===== src/rtl/core/i2cms_pkg.sv =====
// Shared types and constants of the I2C master transfer sequencer.
package i2cms_pkg;

   // Longest transfer in bytes accepted by a start
   localparam int unsigned MAX_BYTES = 255;

   // Configuration register indexes
   localparam logic [7:0] CSR_TIMEOUT_TICKS = 8'd0;
   localparam logic [7:0] CSR_RESET_LIMIT   = 8'd1;

   // Reset values of the configuration registers
   localparam logic [15:0] TIMEOUT_TICKS_RST = 16'd100;
   localparam logic [7:0]  RESET_LIMIT_RST   = 8'd10;

   // Event bits, same order as bus_status
   localparam logic [3:0] EV_NACK = 4'b0001;
   localparam logic [3:0] EV_RX   = 4'b0010;
   localparam logic [3:0] EV_TX   = 4'b0100;
   localparam logic [3:0] EV_TXC  = 4'b1000;

   typedef enum logic [2:0] {
      OP_START_READ  = 3'd0,
      OP_START_WRITE = 3'd1,
      OP_STATUS      = 3'd2,
      OP_TICK        = 3'd3,
      OP_CLEAR       = 3'd4
   } opcode_type;

   typedef enum logic [2:0] {
      OUT_PENDING     = 3'd0,
      OUT_SUCCESS     = 3'd1,
      OUT_NACK        = 3'd2,
      OUT_INVALID     = 3'd3,
      OUT_BUSY        = 3'd4,
      OUT_TIMEOUT     = 3'd5,
      OUT_DEACTIVATED = 3'd6
   } outcome_type;

   typedef struct packed {
      logic [2:0]  opcode;
      logic [7:0]  byte_count;
      logic [6:0]  device_address;
      logic [1:0]  sub_address_size;
      logic [23:0] sub_address;
      logic [3:0]  bus_status;
      logic [7:0]  received_byte;
      logic [7:0]  next_send_byte;
   } item_type;

   typedef struct packed {
      outcome_type outcome;
      logic        in_progress;
      logic        read_valid;
      logic [7:0]  read_data;
      logic        send_valid;
      logic [7:0]  send_data;
      logic        issue_stop;
      logic        issue_start;
      logic        read_mode;
      logic [6:0]  device_address_out;
      logic [1:0]  sub_address_size_out;
      logic [23:0] sub_address_out;
   } result_type;

   typedef struct packed {
      logic [7:0]  bytes_left_rx;
      logic [7:0]  bytes_left_tx;
      logic [3:0]  event_mask;
      logic [24:0] ticks_left;
      logic [7:0]  reset_count;
      logic        deactivated;
   } state_type;

   typedef struct packed {
      logic [15:0] timeout_ticks;
      logic [7:0]  reset_limit;
   } cfg_type;

endpackage


===== src/rtl/core/i2cms_step.sv =====
// Next-state and result logic for one sequencer item.
module i2cms_step (
   input  i2cms_pkg::item_type   item,
   input  i2cms_pkg::state_type  cur,
   input  i2cms_pkg::cfg_type    cfg,
   output i2cms_pkg::state_type  nxt,
   output i2cms_pkg::result_type res
);

   logic        busy;
   logic [3:0]  events;
   logic [8:0]  rc_plus;
   logic [24:0] budget;
   logic [7:0]  rc_fail;
   logic [7:0]  rc_ok;
   logic        len_bad;

   // Shared terms
   assign busy    = (cur.bytes_left_rx != 8'd0) || (cur.bytes_left_tx != 8'd0);
   assign events  = item.bus_status & cur.event_mask;
   assign rc_plus = {1'b0, cur.reset_count} + 9'd1;
   assign budget  = 25'(cfg.timeout_ticks) * 25'(rc_plus);
   assign rc_fail = (cur.reset_count != 8'hFF) ? rc_plus[7:0] : cur.reset_count;
   assign rc_ok   = (cur.reset_count != 8'd0) ? cur.reset_count - 8'd1 : cur.reset_count;
   assign len_bad = (item.byte_count == 8'd0) || (32'(item.byte_count) > i2cms_pkg::MAX_BYTES);

   always_comb begin
      nxt = cur;
      res = '0;

      unique case (item.opcode)
         i2cms_pkg::OP_START_READ, i2cms_pkg::OP_START_WRITE: begin
            if (cur.deactivated) begin
               res.outcome = i2cms_pkg::OUT_DEACTIVATED;
            end else if (len_bad || busy) begin
               // invalid length or transfer still running: error path
               res.outcome    = len_bad ? i2cms_pkg::OUT_INVALID : i2cms_pkg::OUT_BUSY;
               res.issue_stop = 1'b1;
               nxt.reset_count = rc_fail;
               if (rc_fail > cfg.reset_limit) nxt.deactivated = 1'b1;
               nxt.bytes_left_rx = '0;
               nxt.bytes_left_tx = '0;
               nxt.event_mask    = '0;
               nxt.ticks_left    = '0;
            end else begin
               nxt.ticks_left           = budget;
               res.issue_start          = 1'b1;
               res.device_address_out   = item.device_address;
               res.sub_address_size_out = item.sub_address_size;
               res.sub_address_out      = item.sub_address;
               if (item.opcode == i2cms_pkg::OP_START_READ) begin
                  nxt.bytes_left_rx = item.byte_count;
                  nxt.bytes_left_tx = '0;
                  nxt.event_mask    = i2cms_pkg::EV_NACK | i2cms_pkg::EV_RX;
                  res.read_mode     = 1'b1;
                  res.issue_stop    = (item.byte_count == 8'd1);
               end else begin
                  nxt.bytes_left_tx = item.byte_count;
                  nxt.bytes_left_rx = '0;
                  nxt.event_mask    = i2cms_pkg::EV_NACK | i2cms_pkg::EV_TX;
                  res.send_valid    = 1'b1;
                  res.send_data     = item.next_send_byte;
               end
            end
         end

         i2cms_pkg::OP_STATUS: begin
            // priority: nack, rx ready, tx ready, tx complete
            if ((events & i2cms_pkg::EV_NACK) != 4'd0) begin
               res.outcome     = i2cms_pkg::OUT_NACK;
               res.issue_stop  = 1'b1;
               nxt.reset_count = rc_fail;
               if (rc_fail > cfg.reset_limit) nxt.deactivated = 1'b1;
               nxt.bytes_left_rx = '0;
               nxt.bytes_left_tx = '0;
               nxt.event_mask    = '0;
               nxt.ticks_left    = '0;
            end else if ((events & i2cms_pkg::EV_RX) != 4'd0) begin
               res.read_valid = 1'b1;
               res.read_data  = item.received_byte;
               if (cur.bytes_left_rx != 8'd0) begin
                  nxt.bytes_left_rx = cur.bytes_left_rx - 8'd1;
                  // stop goes out ahead of the last byte
                  res.issue_stop = (cur.bytes_left_rx == 8'd2);
                  if (cur.bytes_left_rx == 8'd1) begin
                     nxt.event_mask  = '0;
                     res.outcome     = i2cms_pkg::OUT_SUCCESS;
                     nxt.reset_count = rc_ok;
                  end
               end
            end else if ((events & i2cms_pkg::EV_TX) != 4'd0) begin
               if (cur.bytes_left_tx <= 8'd1) begin
                  nxt.bytes_left_tx = '0;
                  nxt.event_mask    = i2cms_pkg::EV_TXC;
                  res.outcome       = i2cms_pkg::OUT_SUCCESS;
                  nxt.reset_count   = rc_ok;
               end else begin
                  nxt.bytes_left_tx = cur.bytes_left_tx - 8'd1;
                  res.send_valid    = 1'b1;
                  res.send_data     = item.next_send_byte;
               end
            end else if ((events & i2cms_pkg::EV_TXC) != 4'd0) begin
               nxt.event_mask = '0;
            end
         end

         i2cms_pkg::OP_TICK: begin
            if (busy) begin
               if (cur.ticks_left == 25'd0) begin
                  res.outcome     = i2cms_pkg::OUT_TIMEOUT;
                  res.issue_stop  = 1'b1;
                  nxt.reset_count = rc_fail;
                  if (rc_fail > cfg.reset_limit) nxt.deactivated = 1'b1;
                  nxt.bytes_left_rx = '0;
                  nxt.bytes_left_tx = '0;
                  nxt.event_mask    = '0;
                  nxt.ticks_left    = '0;
               end else begin
                  nxt.ticks_left = cur.ticks_left - 25'd1;
               end
            end
         end

         i2cms_pkg::OP_CLEAR: begin
            res.issue_stop    = 1'b1;
            nxt.bytes_left_rx = '0;
            nxt.bytes_left_tx = '0;
            nxt.event_mask    = '0;
            nxt.ticks_left    = '0;
         end

         default: ;
      endcase

      res.in_progress = (nxt.bytes_left_rx != 8'd0) || (nxt.bytes_left_tx != 8'd0);
   end

endmodule


===== src/rtl/core/i2c_master_transfer_sequencer_core.sv =====
// A request beat passes the input register, then the result register, before rsp offers
// it. Throughput: one beat per cycle unless rsp stalls; one step stage advances state per beat.
// While a result waits on rsp, the input register holds one more beat, then req_tready drops
// until the result is taken.
// Reset (synchronous, active high): transfer cleared, all events masked, reset count zero,
// timeout_ticks 100, reset_limit 10; the block is ready the cycle after reset drops.
module i2c_master_transfer_sequencer_core (
   input  logic        clock,
   input  logic        reset,
   // request stream
   input  logic        req_tvalid,
   output logic        req_tready,
   // tdata: byte_count[7:0], device_address[14:8], sub_address_size[16:15],
   //        sub_address[40:17], bus_status[44:41], received_byte[52:45],
   //        next_send_byte[60:53], zero[63:61]
   input  logic [63:0] req_tdata,
   // tuser: opcode[2:0]
   input  logic [2:0]  req_tuser,
   // response stream
   output logic        rsp_tvalid,
   input  logic        rsp_tready,
   // tdata: in_progress[0], read_data[8:1], send_data[16:9], issue_stop[17],
   //        issue_start[18], read_mode[19], device_address_out[26:20],
   //        sub_address_size_out[28:27], sub_address_out[52:29], zero[55:53]
   output logic [55:0] rsp_tdata,
   // tuser: outcome[2:0], read_valid[3], send_valid[4]
   output logic [4:0]  rsp_tuser,
   // configuration writes
   input  logic        csr_valid,
   output logic        csr_ready,
   input  logic [7:0]  csr_index,
   input  logic [15:0] csr_data
);

   logic                  in_valid_ff;
   i2cms_pkg::item_type   in_item_ff;
   logic                  out_valid_ff;
   i2cms_pkg::result_type out_res_ff;
   i2cms_pkg::state_type  state_ff;
   i2cms_pkg::state_type  state_in;
   i2cms_pkg::result_type res_in;
   i2cms_pkg::cfg_type    cfg_ff;
   i2cms_pkg::item_type   req_item;
   logic                  advance;

   // Unpack the request beat
   assign req_item.opcode           = req_tuser;
   assign req_item.byte_count       = req_tdata[7:0];
   assign req_item.device_address   = req_tdata[14:8];
   assign req_item.sub_address_size = req_tdata[16:15];
   assign req_item.sub_address      = req_tdata[40:17];
   assign req_item.bus_status       = req_tdata[44:41];
   assign req_item.received_byte    = req_tdata[52:45];
   assign req_item.next_send_byte   = req_tdata[60:53];

   // Handshakes
   assign advance    = in_valid_ff && (!out_valid_ff || rsp_tready);
   assign req_tready = !in_valid_ff || advance;
   assign csr_ready  = 1'b1;

   // Input register
   always_ff @(posedge clock) begin
      if (reset) begin
         in_valid_ff <= 1'b0;
      end else if (req_tready) begin
         in_valid_ff <= req_tvalid;
      end
      if (req_tready && req_tvalid) begin
         in_item_ff <= req_item;
      end
   end

   i2cms_step u_step (
      .item (in_item_ff),
      .cur  (state_ff),
      .cfg  (cfg_ff),
      .nxt  (state_in),
      .res  (res_in)
   );

   // Transfer state, advanced once per processed beat
   always_ff @(posedge clock) begin
      if (reset) begin
         state_ff <= '0;
      end else if (advance) begin
         state_ff <= state_in;
      end
   end

   // Result register
   always_ff @(posedge clock) begin
      if (reset) begin
         out_valid_ff <= 1'b0;
      end else if (advance) begin
         out_valid_ff <= 1'b1;
      end else if (rsp_tready) begin
         out_valid_ff <= 1'b0;
      end
      if (advance) begin
         out_res_ff <= res_in;
      end
   end

   // Configuration registers
   always_ff @(posedge clock) begin
      if (reset) begin
         cfg_ff.timeout_ticks <= i2cms_pkg::TIMEOUT_TICKS_RST;
         cfg_ff.reset_limit   <= i2cms_pkg::RESET_LIMIT_RST;
      end else if (csr_valid) begin
         unique case (csr_index)
            i2cms_pkg::CSR_TIMEOUT_TICKS: cfg_ff.timeout_ticks <= csr_data;
            i2cms_pkg::CSR_RESET_LIMIT:   cfg_ff.reset_limit   <= csr_data[7:0];
            default: ;
         endcase
      end
   end

   // Pack the response beat
   assign rsp_tvalid = out_valid_ff;
   assign rsp_tuser  = {out_res_ff.send_valid, out_res_ff.read_valid, out_res_ff.outcome};
   assign rsp_tdata  = {3'b000,
                        out_res_ff.sub_address_out,
                        out_res_ff.sub_address_size_out,
                        out_res_ff.device_address_out,
                        out_res_ff.read_mode,
                        out_res_ff.issue_start,
                        out_res_ff.issue_stop,
                        out_res_ff.send_data,
                        out_res_ff.read_data,
                        out_res_ff.in_progress};

endmodule

===== config.mk =====
export PLATFORM = sky130hd
export DESIGN_NAME = i2c_master_transfer_sequencer_core
export DESIGN_NICKNAME = d
export VERILOG_FILES = /design/src/rtl/core/i2cms_pkg.sv /design/src/rtl/core/i2cms_step.sv /design/src/rtl/core/i2c_master_transfer_sequencer_core.sv
export SDC_FILE = /design/constraint.sdc
export NUM_CORES = 1
export LEC_CHECK = 0
export BUFFER_PORTS_ARGS = -buffer_cell sky130_fd_sc_hd__buf_2
export CORE_UTILIZATION = 30
export DETAILED_ROUTE_END_ITERATION = 7
export PLACE_DENSITY = 0.53
export SYNTH_ARGS = -nofsm -noshare
export SYNTH_HDL_FRONTEND = slang
export SYNTH_SLANG_ARGS = --single-unit

===== constraint.sdc =====
create_clock -name clock -period 19.22 [get_ports clock]
set_input_delay 1.922 -clock clock [delete_from_list [all_inputs] [get_ports clock]]
set_output_delay 1.922 -clock clock [all_outputs]
set_load 0.01 [all_outputs]

==> out/qor.yml, run 1 <==
rsz0062_at_grt: "no"
yosys.area.top_type: "edfxtp_1"
grt_pass1_vias: 10299
critPathKind: "reg2reg"
holdPathStages: 1
reg2reg_to: "state_ff[31]"
tns_ns: 0
max-vdd-ir-drop_mv: 0.05710
gp_congestion: 0.8415
drc: 0
ys_seq_elements: 202
drt_pass1_iterations: 5
cts.sinks: 202
skew_ns: 0.02954
leakage_nw: 6.834
r2r_cells: 19
coreArea_um2: 45480
critical_path_arrival_ns: 7.64
post_cts_resized: 0
async_reset_ff_frac: 0
yosys_warnings: 0
placed_cell_area_um2: 15160
totalWireLength_mm: 34.74
grt.met3_usage: 0.01901
crit_start: "state_ff[1]"
synth_area_um2: 13840
dieWidth_um: 216.8
r2r-start: "state_ff[1]"
grt_pass1_wl_mm: 55.98
num_rows: 78
drv_cap: 0
multi_input_area_um2: 7732
grt.total_usage: 0.1477
period_minus_slack_ns: 7.248
synth_top_area_share: 0.2646
maxSlewHeadroom: 0.2217
ctsHoldBuffers: 0
period_share: 0.3771
cts_tree: "yes"
cts_buffers: 24
synth_edf_count: 122
grt_max_degree: 84
worstSkewPairLatency_ns: 0.55
worst_slew_pin_slew_ns: 1.159
pin_count: 160
gr-total-overflow: 0
wl_per_cell_um: 16.08
top_usage_layer: "met2"
yosys-top-cells-area: "edfxtp_1, fa_1, dfxtp_1"
nets: 1799
avgSynthCellArea_um2: 9.709
antenna_found_initial: 1
crit_chain: "clkinv_1 -> ha_1 -> nand2_1 -> fa_1 -> inv_1 -> fa_1 -> inv_1 -> fa_1 -> fa_1 -> inv_1 -> ha_1 -> a211oi_1 -> o21ai_0 -> nor4b_1 -> o41ai_1 -> a21oi_1 -> a221oi_1 -> mux2i_1 -> o21ai_0"
ant_nets: 0
io_buffer_count: 152
clk_path_buf_depth: 3
grtUsageMet1: 0.1950
seq_area_um2: 5265
drive_gt1_frac: 0.1424
worst_slack_ns: 11.97
dieHeight_um: 216.8
cpMostUsedCell: "fa_1"
fillerInstances: 4670
pwr_density_cell_nw_per_um2: 66.35
cts-root-buf: "clkbuf_16"
cp_max_fo: 19
met2_usage: 0.2519
end_kind: "flip-flop"
setup_violations: 0
min_path_type: "reg2reg"
vias: 10303
cp-start-kind: "flip-flop"
clock.fmax_mhz: 138.0
drt_iter0_drc: 583
start_util: 0.3044
final_cell_area_um2: 15930
whs_ns: 0.4712
hpwlAfterDp_mm: 25.02
area_delta_synth_final_pct: 15.05
post_drt_via_cell_ratio: 4.770
ys.flop_type: "edfxtp_1"
cts_max_level: 1
pre_cts_ws_ns: 11.95
cp.required_ns: 19.61
min_from: "cfg_ff[1]"
seq_area_frac_synth: 0.3803
syn_inst: 1426
status: "complete, no violations"
cp-endpoint: "state_ff[31]"
post-cts-setup-buffers: 0
rrSetupSlack_ns: 11.97
drv_slew: 0
die_area_um2: 47010
clk_pin_slew_worst_paths_ns: 0.06
crit_slowest_cell: "ha_1"
synth.distinct_cells: 77
crit_path_max_incr_delay_ns: 1.01
hold_viol: 0
[registers in the layout, indices dropped and copies added, names as in the netlist]
register	cells
state_ff	54
rsp_tdata	53
rsp_tvalid	1
rsp_tuser	5
cfg_ff	24
in_valid_ff	1
in_item_ff	64
[worst min-delay path by stage]
| stage | slack (ns) | end |
|---|---|---|
| 2_1_floorplan | 0.44 | cfg_ff[1] |
| 3_3_place_gp | 0.46 | cfg_ff[1] |
| 3_5_place_dp | 0.46 | cfg_ff[1] |
| 4_1_cts | 0.47 | cfg_ff[1] |
| 5_1_grt | 0.49 | state_ff[37] |
| 6_report | 0.47 | cfg_ff[1] |
[metal layers]
layer  vias up  routed length, um
met5         -                  0
met4         0                809
met3        52               1250
met2       193              17000
met1      4968              15680
li1       5090                  -
[per-stage QoR]
step	std cells	util	power (mW)
6_report	2160	0.3502	1.057
5_1_grt	2160	0.3502	1.104
4_1_cts	2159	0.3502	1.072
3_5_place_dp	2115	0.3333	0.6207
3_3_place_gp	2115	0.3333	0.6182
2_1_floorplan	1428	-	0.5773
[synthesized netlist by cell type (7+ instances only)]
master / count
a22oi_1: 12
mux2i_1: 25
and3_1: 9
nor3_1: 27
o21a_1: 7
inv_1: 150
edfxtp_1: 122
o21ai_0: 53
or3_1: 10
fa_1: 99
ha_1: 63
nor2b_1: 74
nor2_1: 113
nand3_1: 23
a31oi_1: 8
a21o_1: 16
a21oi_1: 69
xnor2_1: 11
nand2b_1: 21
o22ai_1: 11
dfxtp_1: 80
nand4_1: 7
a221oi_1: 7
clkbuf_1: 66
nor4_1: 14
nand2_1: 117
a211oi_1: 21
and2_1: 76
xor2_1: 20
[placed cells by master, fill, tap and decap left out, types with 16 or more instances in the layout]
master / n
buf_2: 152
inv_1: 150
edfxtp_1: 122
nand2_1: 117
nor2_1: 112
fa_1: 99
dfxtp_1: 80
and2_1: 75
nor2b_1: 74
a21oi_1: 69
ha_1: 63
o21ai_0: 53
nor3_1: 27
mux2i_1: 25
clkbuf_16: 24
nand3_1: 23
nand2b_1: 21
a211oi_1: 21
xor2_1: 17
a21o_1: 16
[worst max-delay path, delay by kind of cell, from the launching register on]
kind,cells,cell delay [ns]
simple gates,2,0.37
mux,1,0.23
fa+ha+maj,6,3.25
flops,1,0.46
buf+inv,4,0.77
compound gates,6,2.02
[area by class of cell]
cell class	count	share of cell area
Multi-Input combinational cell	998	0.4855
Sequential cell	202	0.3306
Timing Repair Buffer	162	0.05247
Tap cell	600	0.04713
Clock buffer	35	0.04281
Inverter	153	0.03606
Clock inverter	9	0.005342
Antenna cell	1	0.0001571
[logic make-up after synthesis]
kind of cell | share of synthesized area
and+or+nand+nor | 0.1963
AOI/OAI and AO/OA | 0.1207
buffers and inverters | 0.06362
DFF | 0.3803
adders and majority gates | 0.2001
xor gates and xnor gates | 0.01961
muxes | 0.01889
other | 0.0005425
[power breakdown]
group	internal [mW]	switching, mW
Sequential	0.477	0.00948
Clock	0.260	0.186
Combinational	0.0444	0.0797
Total	0.781	0.276
Power figures use the tool's default switching activity.
==> run 2, diff against run 1 <==
- PLACE_DENSITY: 0.53 -> 0.54
- clock period: 19.22 -> 6.65 ns (I/O delays scaled with it)
==> out/qor.yml, run 2 (same netlist as run 1, synthesis figures left out) <==
status: "complete, no violations"
placed_cell_area_um2: 15210
rsz0062_at_grt: "no"
cpMostUsedCell: "fa_1"
io_buffer_count: 152
place_inst: 2125
seq_area_um2: 5265
cts_tree: "yes"
rrSetupSlack_ns: 0.64
dieHeight_um: 216.8
hpwlAfterDp_mm: 25.42
seqPwrFrac: 0.449
swShare: 0.2588
nets: 1809
wl_per_cell_um: 15.99
gr-total-overflow: 0
ant_nets: 0
cts.sinks: 202
setup_violations: 0
multi_input_area_um2: 7724
whs_ns: 0.2893
grt_pass1_vias: 10561
final_cell_mix: "buf_2, inv_1, edfxtp_1"
regMostFlops: "in_item_ff"
crit_slowest_cell: "fa_1"
num_antenna_cells: 0
period_share: 0.9031
grt.total_usage: 0.1466
grt_max_degree: 84
largest_reg_flops: 64
grt_pass1_wl_mm: 55.81
stdcell_count: 2168
post-cts-setup-buffers: 0
clk_pin_slew_worst_paths_ns: 0.06
drv_slew: 0
cts-root-buf: "clkbuf_16"
num_rows: 78
drt_iter0_drc: 625
cts_max_level: 1
p_int_mw: 2.320
max-vdd-ir-drop_mv: 0.1647
critical_path_arrival_ns: 6.47
fillerInstances: 4655
clock.fmax_mhz: 166.5
leakage_nw: 6.917
final_common_cell: "buf_2"
area_delta_synth_final_pct: 15.90
tns_ns: 0
post_cts_resized: 0
maxSlewHeadroom: 0.2593
drive_gt1_frac: 0.1505
pin_count: 160
worst_slew_pin_slew_ns: 1.110
totalWireLength_mm: 34.67
crit_path_max_incr_delay_ns: 0.54
crit_chain: "ha_1 -> nand3_1 -> xor2_1 -> buf_4 -> nand2b_1 -> fa_1 -> fa_1 -> inv_1 -> fa_1 -> inv_1 -> fa_1 -> inv_1 -> ha_1 -> o21ai_0 -> o21ai_0 -> nor4b_2 -> o41ai_2 -> a21oi_1 -> xor2_1 -> o211ai_1 -> a21oi_1"
net-switching-power_uw: 809.9
clkPwrFrac: 0.436
drt_pass1_iterations: 5
critPathKind: "reg2reg"
skew_ns: 0.01779
drv_cap: 0
cp-start-kind: "flip-flop"
antenna_found_initial: 0
start_util: 0.3044
pwr_density_cell_nw_per_um2: 195.0
power_frac_comb: 0.115
die_area_um2: 47010
drc: 0
post_drt_via_cell_ratio: 4.839
cp_max_fo: 17
pre_cts_ws_ns: 0.4669
vias: 10492
gp_congestion: 0.8572
period_minus_slack_ns: 6.005
ctsHoldBuffers: 0
clk_path_buf_depth: 3
worst_slack_ns: 0.6447
dieWidth_um: 216.8
final_cell_area_um2: 16050
cp.required_ns: 7.11
cts_buffers: 24
worstSkewPairLatency_ns: 0.55
min_path_type: "in2reg"
hold_viol: 0
coreArea_um2: 45480
end_kind: "flip-flop"
==> run 2: final timing paths <==
check                                      end  cells past startpoint           from
worst max register to register    state_ff[27]                     21    state_ff[1]
worst min register to register       cfg_ff[3]                      1      cfg_ff[3]
worst max-delay path              state_ff[27]                     21    state_ff[1]
worst min-delay path            in_item_ff[16]                      1  req_tdata[41]
==> run 2: metal layers <==
metal	vias to the layer above	track usage	share of wire
li1	5102	-	-
met1	5165	0.1937	0.46
met2	184	0.2517	0.49
met3	41	0.01733	0.030
met4	0	0.04131	0.022
met5	-	0	0
==> run 2: critical path: cells and delay by family, from the launching register on <==
kind,cells,cell delay [ns]
AOI/OAI and AO/OA,6,1.17
xor gates and xnor gates,2,0.53
adders and majority gates,6,2.54
buffers and inverters,4,0.43
DFF,1,0.49
and+or+nand+nor,3,0.75
==> run 2: cell type report <==
class                   instances  share of cell area
multi-input cells             998              0.4814
inverters                     153             0.03587
clock buffers                  33             0.04328
repair buffers                172             0.05677
well taps                     600             0.04679
flip-flops and latches        202              0.3281
clock inverters                10            0.007798
==> run 2: power groups by stage <==
stage / sequential (mW) / combinational [mW] / clock, mW
6_report: 1.41 / 0.360 / 1.36
5_1_grt: 1.41 / 0.402 / 1.45
4_1_cts: 1.41 / 0.363 / 1.41
3_5_place_dp: 1.43 / 0.360 / 0
3_3_place_gp: 1.43 / 0.356 / 0
2_1_floorplan: 1.43 / 0.239 / 0
==> run 2: metrics by stage <==
stage,utilization,total power [mW]
2_1_floorplan,-,1.668
3_3_place_gp,0.3345,1.786
3_5_place_dp,0.3345,1.792
4_1_cts,0.3525,3.178
5_1_grt,0.3528,3.260
6_report,0.3528,3.130
==> run 3, diff against run 2 <==
- CELL_PAD_IN_SITES_DETAIL_PLACEMENT: default -> 1
- CELL_PAD_IN_SITES_GLOBAL_PLACEMENT: default -> 1
- PLACE_DENSITY: 0.54 -> 0.65
==> out/qor.yml, run 3 (same netlist as run 1, synthesis figures left out) <==
post-cts-setup-buffers: 0
stdcell_count: 2168
die_area_um2: 47010
clk_pin_slew_worst_paths_ns: 0.06
cp.required_ns: 7.04
area_delta_synth_final_pct: 15.39
setup_violations: 0
start_util: 0.3044
clock.fmax_mhz: 163.3
max-vdd-ir-drop_mv: 0.1743
worstSkewPairLatency_ns: 0.54
critical_path_arrival_ns: 6.51
drive_gt1_frac: 0.1444
min_path_type: "in2reg"
cts_max_level: 1
drt_pass1_iterations: 5
gr-total-overflow: 0
drv_slew: 0
grt_pass1_vias: 11214
rsz0062_at_grt: "no"
final_cell_area_um2: 15980
placed_cell_area_um2: 15200
critPathKind: "reg2reg"
totalWireLength_mm: 37.40
hold_viol: 0
nets: 1806
regMostFlops: "in_item_ff"
post_drt_via_cell_ratio: 4.884
place_inst: 2123
hpwlAfterDp_mm: 27.91
gp_congestion: 0.8206
drt_iter0_drc: 445
cts.sinks: 202
pwr_density_cell_nw_per_um2: 192.5
drv_cap: 0
drc: 0
largest_reg_flops: 64
cp-start-kind: "flip-flop"
worst_slew_pin_slew_ns: 1.202
cts_tree: "yes"
grt_pass1_wl_mm: 60.83
skew_ns: 0.01535
io_buffer_count: 152
coreArea_um2: 45480
vias: 10588
grt.total_usage: 0.1601
grt_max_degree: 67
layout.core_utilization: 0.3513
antenna_found_initial: 3
clk_path_buf_depth: 3
maxSlewHeadroom: 0.1988
pin_count: 160
status: "complete, no violations"
wl_per_cell_um: 17.25
cts_buffers: 23
cts-root-buf: "clkbuf_16"
tns_ns: 0
leakage_nw: 6.878
end_kind: "flip-flop"
ant_nets: 0
cp_max_fo: 18
num_rows: 78
period_minus_slack_ns: 6.122
dieHeight_um: 216.8
final_common_cell: "buf_2"
period_share: 0.9206
final_cell_mix: "buf_2, inv_1, edfxtp_1"
dieWidth_um: 216.8
-- run 3: cell types whose count changed in the layout (fill, tap and decap cells not counted), sizes merged --
cell    before  now
buf        172  170
bufinv       2    3
clkbuf      33   29
clkinv       7    8
diode        0    3
inv        153  154
-- run 3: layout make-up --
type                            count  area (um2)
Antenna cell                        3       7.507
Clock inverter                     13       156.4
Tap cell                          600       750.7
Inverter                          153       574.3
Fill cell                        5260       29500
Timing Repair Buffer              170       895.9
Clock buffer                       29       608.1
Sequential cell                   202        5265
Multi-Input combinational cell    998        7717
-- run 3: worst max-delay path, cell delays in order (launching register included) --
cell and delay [ns]:
dfxtp_1 0.51, clkinv_1 0.15, ha_1 0.73, nand2_1 0.16, fa_1 0.52, inv_1 0.05
fa_1 0.51, fa_1 0.56, inv_1 0.05, fa_1 0.47, inv_1 0.04, ha_1 0.33
and3_1 0.19, a221oi_1 0.38, a21oi_1 0.20, a31oi_1 0.32, a21oi_1 0.19, o221ai_1 0.24
xor2_1 0.23, o22ai_1 0.12
-- run 3: metal layers --
layer / routed length (um) / global-route usage / vias to the layer above / share of wire
met5: 0 / 0 / - / 0
met4: 767 / 0.04366 / 0 / 0.021
met3: 930 / 0.01901 / 46 / 0.025
met2: 18790 / 0.2821 / 130 / 0.50
met1: 16920 / 0.2061 / 5325 / 0.45
li1: - / - / 5087 / -
-- run 3: repair_timing --
| action | in CTS | in global routing |
|---|---|---|
| resized for setup | 0 | 1 |
| endpoints found under the setup margin | 0 | 1 |
| hold buffers | 0 | 0 |
-- run 3: worst paths after layout --
path	startpoint	endpoint	slack, ns	depth (start not counted)
setup / recovery	state_ff[1]	state_ff[28]	0.53	19
hold / removal	req_tdata[41]	in_item_ff[16]	0.30	1
setup reg to reg	state_ff[1]	state_ff[28]	0.53	19
hold reg to reg	cfg_ff[3]	cfg_ff[3]	0.48	1
-- run 3: power by group --
group          leakage (nW)  switching (mW)  internal [mW]
logic                  4.65           0.236          0.129
clock network         0.371           0.534          0.770
registers              1.86          0.0282           1.38
-- run 3: per-stage QoR --
stage                     power (mW)  setup WS [ns]  hold slack (ns)
after floorplan                1.668         0.6031           0.4354
after global placement         1.789         0.6311           0.4495
after detailed placement       1.800         0.5273           0.4709
after CTS                      3.115         0.4858           0.2729
after global routing           3.202        0.09719           0.2830
final                          3.075         0.5281           0.2953
